$ cat src/scp_pkg.sv
// Shared constants, payload types and the divider step for the segment crossing unit.
// No dependencies; every other file imports this package.
package scp_pkg;

	localparam int COORD_BITS = 16;
	localparam int FRAC_BITS  = 16;

	localparam int PT_W  = 32;
	localparam int AB_W  = 18;
	localparam int C_W   = 34;
	localparam int OUT_W = 32;

	localparam int PROD_AB_W = 2 * AB_W;
	localparam int PROD_C_W  = AB_W + C_W;
	localparam int DET_W     = 2 * AB_W + 1;
	localparam int NUM_W     = AB_W + C_W + 1;
	localparam int DVD_W     = NUM_W + FRAC_BITS;
	localparam int Q_W       = OUT_W;
	localparam int HI_W      = DVD_W - Q_W;
	localparam int CMP_W     = (HI_W > DET_W) ? HI_W : DET_W;
	localparam int REM_W     = DET_W + 1;

	localparam int STEPS_PER_STAGE = 4;
	localparam int DIV_STAGES      = Q_W / STEPS_PER_STAGE;

	localparam int BOX_W = ((OUT_W > COORD_BITS + FRAC_BITS) ? OUT_W :
		COORD_BITS + FRAC_BITS) + 1;

	typedef struct packed {
		logic [PT_W-1:0] s1a;
		logic [PT_W-1:0] s1b;
		logic [PT_W-1:0] s2a;
		logic [PT_W-1:0] s2b;
	} seg_t;

	typedef struct packed {
		logic             neg;
		logic             ovf;
		logic [REM_W-1:0] rem;
		logic [Q_W-1:0]   quo;
		logic [Q_W-1:0]   low;
	} lane_t;

	typedef struct packed {
		logic [DET_W-1:0] den;
		lane_t            x;
		lane_t            y;
		seg_t             seg;
	} div_t;

	typedef struct packed {
		logic             bad;
		logic [OUT_W-1:0] val;
	} coord_t;

	// One restoring division step: bring in the next dividend bit, subtract if it fits.
	function automatic lane_t div_step(lane_t l, logic [DET_W-1:0] d);
		logic [REM_W-1:0] r;
		logic             qb;
		lane_t            o;
		o  = l;
		r  = {l.rem[REM_W-2:0], l.low[Q_W-1]};
		qb = (r >= {1'b0, d});
		if (qb) begin
			r = r - {1'b0, d};
		end
		o.rem = r;
		o.low = {l.low[Q_W-2:0], 1'b0};
		o.quo = {l.quo[Q_W-2:0], qb};
		return o;
	endfunction

endpackage

$ cat src/scp_box.sv
// Back end: sign and range of the quotients, then the inclusive box test
// against both segments into the result register. Depends on scp_pkg.
module scp_box import scp_pkg::*; (
	input  logic                    clk,
	input  logic                    arst_n,
	input  logic                    en,
	input  logic                    vld,
	input  div_t                    dat,
	output logic                    vld_out,
	output logic                    crosses,
	output logic signed [OUT_W-1:0] cross_x,
	output logic signed [OUT_W-1:0] cross_y
);

	localparam logic [Q_W-1:0] POS_MAX = {1'b0, {(Q_W-1){1'b1}}};
	localparam logic [Q_W-1:0] NEG_MAX = {1'b1, {(Q_W-1){1'b0}}};

	logic                    vld_s1, vld_s2;
	coord_t                  x_s1, y_s1;
	seg_t                    seg_s1;
	logic                    hit_s2;
	logic [OUT_W-1:0]        x_s2, y_s2;
	logic                    hit;

	function automatic coord_t finish(lane_t l);
		coord_t c;
		c.bad = l.ovf | (l.neg ? (l.quo > NEG_MAX) : (l.quo > POS_MAX));
		c.val = l.neg ? OUT_W'(-l.quo) : OUT_W'(l.quo);
		return c;
	endfunction

	function automatic logic signed [BOX_W-1:0] scale(logic [COORD_BITS-1:0] c);
		return BOX_W'($signed({c, {FRAC_BITS{1'b0}}}));
	endfunction

	function automatic logic in_rng(logic signed [BOX_W-1:0] v,
		logic signed [BOX_W-1:0] e0, logic signed [BOX_W-1:0] e1);
		return ((v >= e0) && (v <= e1)) || ((v >= e1) && (v <= e0));
	endfunction

	function automatic logic in_box(logic signed [BOX_W-1:0] px,
		logic signed [BOX_W-1:0] py, logic [PT_W-1:0] p0, logic [PT_W-1:0] p1);
		return in_rng(px, scale(p0[2*COORD_BITS-1:COORD_BITS]),
				scale(p1[2*COORD_BITS-1:COORD_BITS]))
			&& in_rng(py, scale(p0[COORD_BITS-1:0]), scale(p1[COORD_BITS-1:0]));
	endfunction

	always_ff @(posedge clk or negedge arst_n) begin
		if (!arst_n) begin
			vld_s1 <= 1'b0;
			vld_s2 <= 1'b0;
		end else if (en) begin
			vld_s1 <= vld;
			vld_s2 <= vld_s1;
		end
	end

	always_comb begin
		hit = !x_s1.bad && !y_s1.bad
			&& in_box(BOX_W'($signed(x_s1.val)), BOX_W'($signed(y_s1.val)),
				seg_s1.s1a, seg_s1.s1b)
			&& in_box(BOX_W'($signed(x_s1.val)), BOX_W'($signed(y_s1.val)),
				seg_s1.s2a, seg_s1.s2b);
	end

	always_ff @(posedge clk) begin
		if (en) begin
			x_s1   <= finish(dat.x);
			y_s1   <= finish(dat.y);
			seg_s1 <= dat.seg;
			hit_s2 <= hit;
			x_s2   <= hit ? x_s1.val : '0;
			y_s2   <= hit ? y_s1.val : '0;
		end
	end

	assign vld_out = vld_s2;
	assign crosses = hit_s2;
	assign cross_x = x_s2;
	assign cross_y = y_s2;

endmodule

$ cat config.mk
export PLATFORM = sky130hd
export DESIGN_NAME = scp_box
export DESIGN_NICKNAME = d
export VERILOG_FILES = /design/src/scp_pkg.sv /design/src/scp_box.sv
export SDC_FILE = /design/constraint.sdc
export NUM_CORES = 1
export LEC_CHECK = 0
export BUFFER_PORTS_ARGS = -buffer_cell sky130_fd_sc_hd__clkbuf_2
export CAP_MARGIN = 25
export CORE_ASPECT_RATIO = 1.1
export CORE_MARGIN = 8
export CORE_UTILIZATION = 25
export CTS_BUF_LIST = sky130_fd_sc_hd__clkbuf_4 sky130_fd_sc_hd__clkbuf_8 sky130_fd_sc_hd__clkbuf_16
export DETAILED_ROUTE_END_ITERATION = 7
export HOLD_SLACK_MARGIN = 0.02
export PLACE_DENSITY = 0.5
export REMOVE_ABC_BUFFERS = 1
export SLEW_MARGIN = 20
export SYNTH_ARGS = -nofsm -noshare
export SYNTH_HDL_FRONTEND = slang
export SYNTH_SLANG_ARGS = --single-unit
$ cat constraint.sdc
create_clock -name clk -period 4.15 [get_ports clk]
set_input_delay 1.0375 -clock clk [delete_from_list [all_inputs] [get_ports clk]]
set_output_delay 1.0375 -clock clk [all_outputs]
set_load 0.02 [all_outputs]
# == Word level (Yosys, flattened, before mapping) ==
# Index checks and enable logic that the tools add are counted.
# classes
addsub,2
order_cmp,20
n_mux,4
bitwise_logic,2
reduce_logical,19
# ops
op,count
$ge 32x32->1,8
$le 32x32->1,8
$gt 32x31->1 const B,2
$gt 32x32->1 const B,2
$mux 32,2
$neg 32->32,2
$logic_and 1x1->1,13
$logic_or 1x1->1,4
$logic_not 1->1,2
$mux 1,2
$or 1x1->1,2
# word_totals
regBits,261
in_bits,377

# == Longest topological paths before layout ==
# Gate-level depths: netlist of the first run.
# depth
depth_word,6
mapped_depth,11

# == Least setup slack after synthesis of the first run ==
# OpenSTA, ideal clock, no wires.
# synth_timing
path_type,input to register
start,input port dat[168] (netlist bit)
end,"register y_s1[30] (netlist bit), data pin"
arrival_ps,3697
slack_ps,191
cell_stages,7
path_cell_list,or4_4 > or4_4 > or4_4 > or4_4 > or3_4 > o31ai_1 > xnor2_1
# synth_between
elab_chain_cells,2
# synth_rtl
element,line_no,text
from (decl),scp_box.sv:8,"input div_t dat,"
$neg 32->32,scp_box.sv:28,c.val = l.neg ? OUT_W'(-l.quo) : OUT_W'(l.quo);
$mux 32,scp_box.sv:28,
to (signal assigned),scp_box.sv:69,y_s1 <= finish(dat.y);
to (decl),scp_box.sv:19,"coord_t x_s1, y_s1;"
# No other way between the ends.
# A chain may end at the register's enable or synchronous reset.

# == Final worst setup path of the first run ==
# layout_timing
start,register x_s1[27] (netlist bit)
end,"register x_s2[14], in the netlist cross_x[14], data pin"
# layout_between
elab_chain_cells,6
word_cells_on_any_way,18
cone_classes,order compare: 8; reduce/logical: 10
# layout_rtl
element,line_no,text
from (decl),scp_box.sv:19,
from (signal assigned),scp_box.sv:68,x_s1 <= finish(dat.x);
$ge 32x32->1 / $le 32x32->1 (equally long branches),scp_box.sv:38,return ((v >= e0) && (v <= e1)) || ((v >= e1) && (v <= e0));
$logic_and 1x1->1,scp_box.sv:38,
$logic_or 1x1->1,scp_box.sv:38,
$logic_and 1x1->1,scp_box.sv:45,"&& in_rng(py, scale(p0[COORD_BITS-1:0]), scale(p1[COORD_BITS-1:0]));"
$logic_and 1x1->1,scp_box.sv:60,"&& in_box(BOX_W'($signed(x_s1.val)), BOX_W'($signed(y_s1.val)),"
$logic_and 1x1->1 (*),scp_box.sv:62,"&& in_box(BOX_W'($signed(x_s1.val)), BOX_W'($signed(y_s1.val)),"
to (signal assigned),scp_box.sv:72,x_s2 <= hit ? x_s1.val : '0;
to (decl),scp_box.sv:22,"logic [OUT_W-1:0] x_s2, y_s2;"
# Mark *: on every way between the ends. The rest lies on a longest branch, timed or not.

==> results by stage, run 1 <==
Drt:
- The detailed-router iteration count before antenna repair is 5.
- The number of remaining DRC errors is 0.
- In the routed layout, each cell is associated on average with a via count of 4.634.
- After detailed routing, the average wire length per cell comes to 18.96 um.
- Summed over all layers, the routed wires come to 40.67 mm.
- The vias after detailed routing is between 9k and 10k.
- The detailed router finished its first iteration with slightly below 600 violations.
- The count of nets left with antenna violations once routing finished came out at 0.

Clocking:
- The CTS buffer count is 35.
- The TritonCTS clock tree is yes.
- The clock transition at the registers of the reported paths is 0.06 ns.
- The buffer depth of the longest clock path is 3.
- The TritonCTS sink count is 261.
- After clock tree synthesis, the repair step resized 0 gates.
- At the later pin of the worst-skew pair, clock insertion delay measures 0.53 ns.
- The H-tree generated during clock tree synthesis spans 2 levels.
- Post-CTS timing repair inserted 0 buffers for setup.
- The clock root buffer is clkbuf_16.
- Buffers inserted to repair hold after CTS numbered 0.

Floorplan:
- The total number of placement rows is 89.
- Measured along the x axis, the die boundary spans 238.5 um.
- For this design the top-level I/O count stands at 443.
- Measured along the y axis, the die boundary spans 260.8 um.
- The full die area is between 60000 and 70000 sq um.
- The starting density of the core is 0.2532.
- The core area is ~54000 sq um.

Worst hold path:
- The min-delay analysis places its worst path in the category primary input to async pin.

Power and ir drop:
- The design draws 7.767 mW.
- The worst voltage drop across the vdd grid is 0.2105 mV.
- For this design the ratio of total power to cell area is 450.7 nW/um^2.
- For this design the static power due to leakage is 7.168 nW.

Place:
- The detailed placement HPWL is 30.80 mm.
- The number of cells in the design after placement is roughly 2.1k.
- The count of buffers from port buffering is 265.
- The global placement routability congestion is 0.8294.

Timing:
- The relative max-transition margin is 0.4163.
- The final number of hold-violating endpoints was 0.
- For the final database, setup skew stands at 0.02341 ns.
- The actual transition at the worst max-transition pin is 0.8756 ns.
- Setup violations remaining at the end of the flow were counted as 0.
- The period utilization is 0.9320.
- After routing, the total negative slack on setup checks comes to 0 ns.
- Setup repair after global routing left no endpoint under its margin.
- The number of slew-limit violations in the final report came to 0.
- For the finished layout, the period the worst path requires is 3.868 ns.
- Timing would allow up to ~260 MHz.

Worst setup path:
- The critical path class is flop to flop.
- The critical path data required time is about 4.5 ns.
- The sort of element at the end of the critical path is a flop.
- The setup check on the worst reg-to-reg path leaves a slack of 0.28 ns.
- The launch instance of the worst register-to-register path is x_s1[27].
- The end of the worst register-to-register path is cross_x[14].
- The worst setup path is launched from a flop.
- STA puts the critical path data arrival time at approximately 4.2 ns.
- The largest driver fanout on the critical path is 34.
- The worst-case reg-to-reg path depth is 9.

GRT:
- The total grt overflow is 0.
- Entering global routing, the biggest net connects 100 pins.
- The via count of the first global-routing pass is about 10k.
- The wire length of the first global-routing pass is approximately 60 mm.
- The initial antenna violation count is 3.
- The overall fraction of global-route tracks in use is 0.1269.

Finish:
- Counting the fill cells in the layout gives approximately 5.4k.
- The share of cells above drive strength 1 is 0.2700.
- The synthesis-to-layout area growth is 26.56%.
- The final layout net count is 1898.
- Leaving out filler cells and counting taps, the final layout contains around 2.1k.

Logic synthesis:
- The post-synthesis cell type with the largest combined area is edfxtp_1.
- Synthesis inferred 261 register bits.
- In the synthesized netlist the async set-or-reset flop fraction comes to 0.007663.
- The count of synthesis-stage warnings from yosys is 0.
- The synthesized instance count is 1100.
- edfxtp_1 is the most common cell in the netlist.
- After synthesis, the mean cell area works out to 12.38 sq um.
- The share of synthesized area in the top cell type comes to 0.5712.
- Yosys attributes the largest share of cell area to edfxtp_1, ha_1, o31ai_1.
- The netlist area before placement is 13620 sq um.
- The synthesized design contains 259 enable-type register cells.
- Yosys mapped the design onto between 40 and 50 distinct sky130hd cell types.
- The share of the Yosys chip area taken by registers is 0.5748.
- The most used flip-flop cell after synthesis is edfxtp_1.
- By count the netlist is led by edfxtp_1, inv_1, ha_1.

Job:
- The count of max-cap constraint violations is 0.

Run status:
- The run finished with clean final reports.
## critical path, stage by stage, from the launching register on
cell	delay (ns)
edfxtp_1	0.52
ha_1	0.38
nand4_1	0.20
nor4_1	0.57
o21ai_0	0.33
a31oi_1	0.44
o211a_4	0.54
buf_4	0.25
o31ai_1	0.07
nor4_1	0.28
## cell families (layout without fill, tap and decap cells)
group / Yosys count / count (layout) / synth area share
AOI/OAI and AO/OA: 226 / 226 / 0.1122
adders and majority gates: 130 / 130 / 0.1195
buffers and inverters: 180 / 495 / 0.04962
other: 0 / 2 / 0
muxes: 3 / 3 / 0.002481
DFF: 261 / 261 / 0.5748
and+or+nand+nor: 237 / 237 / 0.1009
xor gates and xnor gates: 63 / 63 / 0.04052
## per-layer routing
metal / routed length, um / GRT usage / vias up
met5: 27 / 0 / -
met4: 1242 / 0.04454 / 4
met1: 17820 / 0.1573 / 4767
met2: 18780 / 0.2078 / 299
met3: 2800 / 0.03851 / 70
li1: - / - / 4801
## report_power, final
part	switching (mW)	internal (mW)
Clock	1.16	1.79
Sequential	0.136	3.13
Combinational	0.954	0.592
## through the flow
stage / worst slack, ns / hold slack (ns) / utilization / cell area (sq um)
after global placement: -0.08250 / 0.4851 / 0.2996 / 16120
after detailed placement: -0.06768 / 0.4918 / 0.2996 / 16120
after floorplan: -1.957 / 0.4749 / - / 13440
after CTS: 0.2388 / 0.2505 / 0.3203 / 17230
after global routing: 0.009106 / 0.2617 / 0.3203 / 17230
final: 0.2823 / 0.3031 / 0.3204 / 17230
## state kept, by name, summed over array words and instances, names as in the netlist
name / count
cross_y: 32
seg_s1: 128
y_s1: 33
vld_s1: 1
x_s1: 33
crosses: 1
vld_out: 1
cross_x: 32
## placed cells by master (no fill, tap or decap), drive strengths merged, types with 3 or more instances in the layout
cell	synthesis	layout
xor2	3	3
o41ai	11	11
nor2	19	19
a21oi	46	46
a21o	17	17
nand2	42	42
xnor2	60	60
o211ai	4	4
edfxtp	259	259
nand2b	9	9
nor4	81	81
nand4	30	30
ha	130	130
nor3	5	5
o21a	6	6
a31oi	3	3
clkbuf	48	307
nand3	7	7
o21ai	34	34
o211a	3	3
and4	3	3
or2	7	7
a211oi	5	5
or3	6	6
inv	132	134
o31ai	83	83
bufinv	0	3
mux2	3	3
nor2b	10	10
buf	0	38
clkinv	0	12
or4	12	12
## final cells by class
type,instances,area [sq um],share of cell area
Multi-Input combinational cell,659,5156,0.2992
Clock inverter,18,175.2,0.01016
Timing Repair Buffer,302,1727,0.1002
Inverter,132,495.5,0.02875
Tap cell,728,910.9,0.05286
Antenna cell,2,5.005,0.0002904
Sequential cell,261,7828,0.4542
Clock buffer,43,935.9,0.05431
## worst max path at each step
stage | end | from | cells after the start
after global placement | y_s1[32] | dat[168] | 9
after CTS | cross_x[14] | x_s1[30] | 9
after global routing | cross_y[25] | x_s1[30] | 10
final | cross_x[14] | x_s1[27] | 9
after detailed placement | y_s1[32] | dat[168] | 9
after floorplan | cross_x[0] | x_s1[25] | 8
(Power assumes the default switching activity.)
==> run 2, diff against run 1 <==
Settings changed: PLACE_DENSITY 0.5 to 0.51.
==> run 2 against run 1 <==
Setup slack gained 0.18 ns. Sequential power barely moved. First-iteration DRC count down 0.51%. Hold slack got worse by 0.0083 ns. Utilization grew 0.12 points. Combinational power hardly changed. Cell area rose by 0.37%. Clock power is 5% higher. Register-to-register slack better by 0.18 ns. Non-clock buffer count is 1 higher. Via count is 0.95% higher.
==> results by stage, run 2 (same netlist as run 1, synthesis figures left out) <==
Floorplan:
- The die covers 62200 sq um.
- For this configuration, the core starts out at a cell density of 0.2532.
- In this run the vertical extent of the chip is 260.8 um.
- The boundary pin count is 443.
- The floorplan has 89 rows.
- The total area inside the core boundary comes to 53790 sq um.
- The die is between 200 and 250 um wide.

Place:
- Including well taps, the total number of placed cells is 2083.
- The HPWL after detailed placement is 31.12 mm.
- The count of buffers from port buffering is 265.
- The global placement routability congestion is 0.8676.
- The post-place instance area is 16120 sq um.

Finish:
- The share of the core filled with cells in the final layout is 0.3216.
- The library cell used most frequently in the layout, excluding fill and tap cells, is clkbuf_2.
- The synthesis-to-layout area growth is 27.02%.
- Of the cells placed in the final design, the portion with a size suffix greater than 1 is 0.2691.
- The top cell types in the final layout, fill and taps aside, are clkbuf_2, edfxtp_1, inv_1.
- For this run, the post-layout net count is ~1.9k.
- The number of standard cells in the final layout excluding fillers is 2144.
- After routing the design area is 17300 sq um.
- The register name with the most flops is seg_s1.
- The flip-flop count of the largest register after layout is ~130.
- The number of antenna diodes in the final layout is 0.
- The filler cell count is 5437.
- The largest registers in the layout are seg_s1 (128), x_s1 (33), y_s1 (33).

GRT:
- The total grt overflow is 0.
- The initial antenna violation count is 2.
- The largest net degree at the start of global routing is between 100 and 150.
- The overall fraction of global-route tracks in use is 0.1287.
- The via count of the first global-routing pass is 10.29k.
- The first global-routing pass estimated 61.30 mm of wire.

Worst setup path:
- The critical path in this run is classified as flop to flop.
- The largest driver fanout on the critical path is 26.
- The worst setup path is captured at a flop.
- The critical path data required time is ~4.4 ns.
- STA classifies the critical path startpoint as a flop.
- STA puts the critical path data arrival time at 3.97 ns.

Power and ir drop:
- The leakage power is 7.196 nW.
- The worst voltage drop across the vdd grid is 0.2409 mV.
- Total power for the finished layout comes to between 7 and 8 mW.
- In this run the power density over the cells is 459.1 nW/um^2.

Drt:
- The met3 layer wire length in the routed design is 2.621 mm.
- Dividing the detail-routed via count by the number of cells gives approximately 4.7.
- After detailed routing, the total wire length is a little over 40 mm.
- The first TritonRoute pass finished after 5 iterations.
- The vias after detailed routing is 10.04k.
- The routed design uses 19.39 mm of met2 wire.
- The violation count after the first detailed-routing iteration is 587.
- After detailed routing, the average wire length per cell comes to 19.21 um.
- In this run the remaining antenna-violating nets after routing total 0.
- The number of remaining DRC errors is 0.
- The top routing layer in use is met5.
- After detailed routing, the wire length on met1 is 18.06 mm.

Clocking:
- Hold repair after CTS inserted 0 buffers.
- TritonCTS built the clock tree.
- Clock tree synthesis inserted a total of 35 buffers.
- The buffer depth of the longest clock path is 3.
- The clock transition at the registers of the reported paths is 0.05 ns.
- CTS placed an instance of clkbuf_16 at the clock tree root.
- The H-tree was split into 2 levels.
- For the worst-skew pair, the clock arrives at the later sink with an insertion delay of 0.53 ns.
- Post-CTS repair changed the size of 0 cells.
- The post-CTS setup buffer count is 0.
- The TritonCTS sink count is roughly 260.

Job:
- The count of max-cap constraint violations is 0.

Timing:
- Setup violations remaining at the end of the flow were counted as 0.
- The number of slew-limit violations in the final report is 0.
- Static timing analysis puts the maximum clock frequency at 271.0 MHz.
- The shortest clock period the worst path allows after layout is 3.689 ns.
- The total negative setup slack is 0 ns.
- The actual transition at the worst max-transition pin is approximately 0.92 ns.
- The worst clock skew is roughly 0.024 ns.
- The relative max-transition margin is 0.3866.
- The final number of hold-violating endpoints is 0.
- The period utilization is 0.8890.
- Setup repair after global routing left no endpoint under its margin.

Run status:
- The run finished with clean final reports.

Worst hold path:
- In this run the worst hold path is classified as primary input to async pin.
[run 2: cell types whose count changed in the layout (fill, tap and decap cells not counted), sizes merged]
cell / before / now
clkbuf: 307 / 304
bufinv: 3 / 6
buf: 38 / 39
diode: 2 / 0
clkinv: 12 / 13
inv: 134 / 133
[run 2: layout make-up]
cell class / count / area, sq um / share of cell area
clock inverter: 21 / 259.0 / 0.01497
tap: 728 / 910.9 / 0.05266
sequential: 261 / 7828 / 0.4525
timing repair buffer: 303 / 1734 / 0.1003
multi-input combinational: 659 / 5156 / 0.2981
clock buffer: 40 / 913.4 / 0.05281
inverter: 132 / 495.5 / 0.02865
[run 2: path summary, 6_finish.rpt]
check                          from           to  slack (ns)  cells past startpoint
min                          arst_n       vld_s1        0.29                      1
min reg2reg                  vld_s1      vld_out        0.50                      1
max                        y_s1[31]  cross_y[15]        0.46                      9
min in group clk             vld_s1      vld_out        0.50                      1
max reg2reg                y_s1[31]  cross_y[15]        0.46                      9
max in group asynchronous    arst_n      vld_out        3.76                      1
[run 2: routing by layer]
layer  global-route usage  up-vias
met5                    0        -
met1               0.1619     4858
met4              0.03857        4
li1                     -     4811
met2               0.2142      298
met3              0.03492       64
[run 2: power breakdown]
group	switching, mW	total, mW	leakage, nW	internal (mW)
clock network	1.16	3.11	0.576	1.95
registers	0.130	3.26	2.62	3.13
logic	0.970	1.56	4.00	0.593
total	2.26	7.94	7.20	5.68
[run 2: per-stage QoR]
step	hold slack (ns)	setup WS, ns
floorplan	0.4749	-1.957
global placement	0.4841	-0.08532
detailed placement	0.4980	-0.08546
CTS	0.2442	0.3641
global route	0.2565	0.1332
finish	0.2948	0.4606
[run 2: critical path: stages (launching register included)]
cell and delay (ns):
edfxtp_1 0.52, ha_1 0.40, nand4_1 0.13, or2_2 0.35
or3_1 0.40, a21o_1 0.19, and4_1 0.20, mux2_2 0.50
buf_4 0.32, nor4_1 0.44
==> run 3, diff against run 2 <==
Settings changed: CORE_UTILIZATION 25 to 45, PLACE_DENSITY 0.51 to 0.78.
Clock period 4.15 ns to 3.4 ns, I/O delays scaled along.
==> run 3 against run 2 <==
Critical path depth did not move. Sequential cell count did not move. Cell count shrank 15%. Routed wire length down 9.1%. Power up 18%. Cell area down 1.0%. Combinational power rose by 29%.
==> results by stage, run 3 (same netlist as run 1, synthesis figures left out) <==
Power and ir drop:
- The worst voltage drop across the vdd grid is 0.3987 mV.
- Dividing total power by cell area gives a power density of 548.8 nW/um^2.
- The clock power share is 0.363.
- The analysis attributes to cell leakage a power of 7.267 nW.
- The power share of the sequential group is 0.423.
- Summed over all nets, the switching power comes to between 2 and 3 mW.
- Of the total power, the share spent switching nets is 0.2870.
- The share of total power dissipated in combinational logic is 0.214.
- Internal power comes to about 6.7 mW.

Worst setup path:
- The highest cell delay on the worst timing path is 0.51 ns.
- Grouping stages by cell kind, the critical path spends the most delay in simple AND/OR/NAND/NOR gates.
- In this run the critical register-to-register path is launched from y_s1[31].
- In this run the worst path has a maximum fanout of 25.
- At the worst endpoint, the required time is around 3.8 ns.
- The largest individual stage delay along the critical path comes from the cell edfxtp_1.
- Traced cell by cell, the critical path runs through ha_1 > nand4_1 > nor4_4 > o21ai_0 > o2111ai_1 > xnor2_1 > mux2_2 > buf_4 > nor4_2.
- The critical path arrival is 3.70 ns.
- Counting both buffers and inverters, the worst setup path holds a total of 1.
- The critical path class is flop to flop.
- The worst setup path is launched from a flop.
- The worst setup path is captured at a flop.
- The most critical setup path has its startpoint at y_s1[31].

Clocking:
- The TritonCTS clock tree is yes.
- In this run, CTS created clock tree buffers numbering 29.
- The number of levels the H-tree was split into is 1.
- The tree is rooted in a clkbuf_16.
- The clock net in this run drives a total of ~260 sinks.
- The buffer depth of the longest clock path is 3.
- Clock-pin slew was measured on the worst setup and hold paths at 0.06 ns.
- The clock reaches the later pin of the worst-skew pair after 0.55 ns.

Finish:
- The library cell used most frequently in the layout, excluding fill and tap cells, is clkbuf_2.
- The flip-flop count of the largest register after layout is 128.
- The share of cells above drive strength 1 is 0.2968.
- In the layout the commonest cells are clkbuf_2, edfxtp_1, inv_1.
- Relative to the synthesized area, the layout overhead comes to 25.72%.
- The largest registers in the layout are seg_s1 (128), x_s1 (33), y_s1 (33).
- The final layout net count is 1916.
- The final cell area excluding filler cells is roughly 17000 sq um.
- More flip-flops sit in one register than any other, and that register is seg_s1.

Drt:
- The vias after detailed routing is 10.30k.
- The first routing iteration left about 850 violations.
- After detailed routing, the number of vias per cell comes to between 5 and 6.
- In this run the remaining antenna-violating nets after routing total 0.
- The detailed-router iteration count before antenna repair is 5.
- The number of remaining DRC errors is 0.
- After detailed routing, the total wire length is ~37 mm.
- The routed length per instance is ~21 um.

Timing:
- For this run, the top clock speed supported by timing is a little under 300 MHz.
- The relative max-transition margin is 0.5505.
- The actual transition at the worst max-transition pin is 0.6742 ns.
- The number of slew-limit violations in the final report is 0.
- Between clock sinks in the finished design, the worst skew comes to ~0.018 ns.
- The period utilization is 0.9857.
- The final-layout worst hold slack is 0.07160 ns.
- The final number of hold-violating endpoints is 0.
- Summed over all failing endpoints, the final setup total negative slack is 0 ns.
- The count of final setup violators is 0.
- The worst path in the final design needs a cycle of 3.351 ns, including I/O delays and setup.

Run status:
- The run finished with clean final reports.

Floorplan:
- The full die area is about 36000 sq um.
- The starting density of the core is 0.4525.
- From left edge to right edge, the die measures ~180 um.
- The total number of placement rows is 67.
- The overall die height is roughly 200 um.
- The region available for standard cell placement spans 30100 sq um.
- The boundary pin count is approximately 440.

GRT:
- The initial antenna violation count is 8.
- The total grt overflow is 0.
- The largest net degree at the start of global routing is 66.
- The overall fraction of global-route tracks in use is 0.1978.
- The via count of the first global-routing pass is 10.19k.
- The first global-routing pass estimated 55.95 mm of wire.

Job:
- The count of max-cap constraint violations is 0.

Place:
- The detailed placement HPWL is 27.36 mm.
- The post-place instance area is 15800 sq um.
- The global placement routability congestion is 0.8993.
- In this run the tool buffered the top-level ports with 265 buffer cells.

Worst hold path:
- The path class of the lowest-slack min-delay path is primary input to async pin.
==> run 3: cell types whose count changed in the layout (fill, tap and decap cells not counted), moves of 4 or more <==
cell | before | now
diode_2 | 0 | 5
clkinv_1 | 8 | 3
clkbuf_4 | 5 | 1
nor4_2 | 0 | 15
nor4_1 | 81 | 64
buf_4 | 29 | 49
clkbuf_16 | 35 | 29
==> run 3: stage by stage <==
step                  util  power (mW)  setup WS (ns)  std cells
floorplan                -       5.037         -2.707       1052
global placement    0.5250       5.821        -0.5217       1745
detailed placement  0.5250       5.913        -0.5361       1745
CTS                 0.5618       9.376        0.01677       1801
global route        0.5688       9.768      -0.001856       1816
finish              0.5688       9.396        0.04863       1816
==> run 3: routing by layer <==
layer | share of wire | global-route usage | wire [um] | vias to the layer above
met3 | 0.074 | 0.04110 | 2757 | 93
met5 | 0.00093 | 0 | 35 | -
met2 | 0.48 | 0.3245 | 17800 | 437
met4 | 0.046 | 0.09754 | 1729 | 6
met1 | 0.40 | 0.2470 | 15140 | 4926
li1 | - | - | - | 4836
==> run 3: final cells by class <==
type	instances	area (sq um)
timing repair buffer	326	1944
multi-input combinational	659	5315
antenna	5	12.51
tap	379	474.2
clock buffer	30	733.2
fill	2396	12980
sequential	261	7828
inverter	132	495.5
clock inverter	24	316.6
==> run 3: worst paths after layout <==
| check | endpoint | slack, ns | cells past startpoint |
|---|---|---|---|
| setup / recovery | cross_y[13] | 0.05 | 9 |
| hold / removal | vld_s1 | 0.07 | 1 |
| setup reg to reg | cross_y[13] | 0.05 | 9 |
| hold reg to reg | vld_out | 0.50 | 1 |
| max in group asynchronous | vld_out | 3.23 | 1 |
| min in group clk | seg_s1[1] | 0.47 | 1 |
==> run 3: power groups by stage <==
stage / registers [mW] / logic, mW / clock network, mW
floorplan: 4.02 / 1.02 / 0
global placement: 4.04 / 1.79 / 0
detailed placement: 4.04 / 1.87 / 0
CTS: 3.98 / 1.92 / 3.48
global route: 3.99 / 2.20 / 3.58
finish: 3.97 / 2.01 / 3.41
==> run 3: repair_timing <==
action	CTS	global route
setup buffers	2	10
pin swaps	0	1
resized for setup	7	20
hold buffers	0	0
setup endpoints to repair	55	68
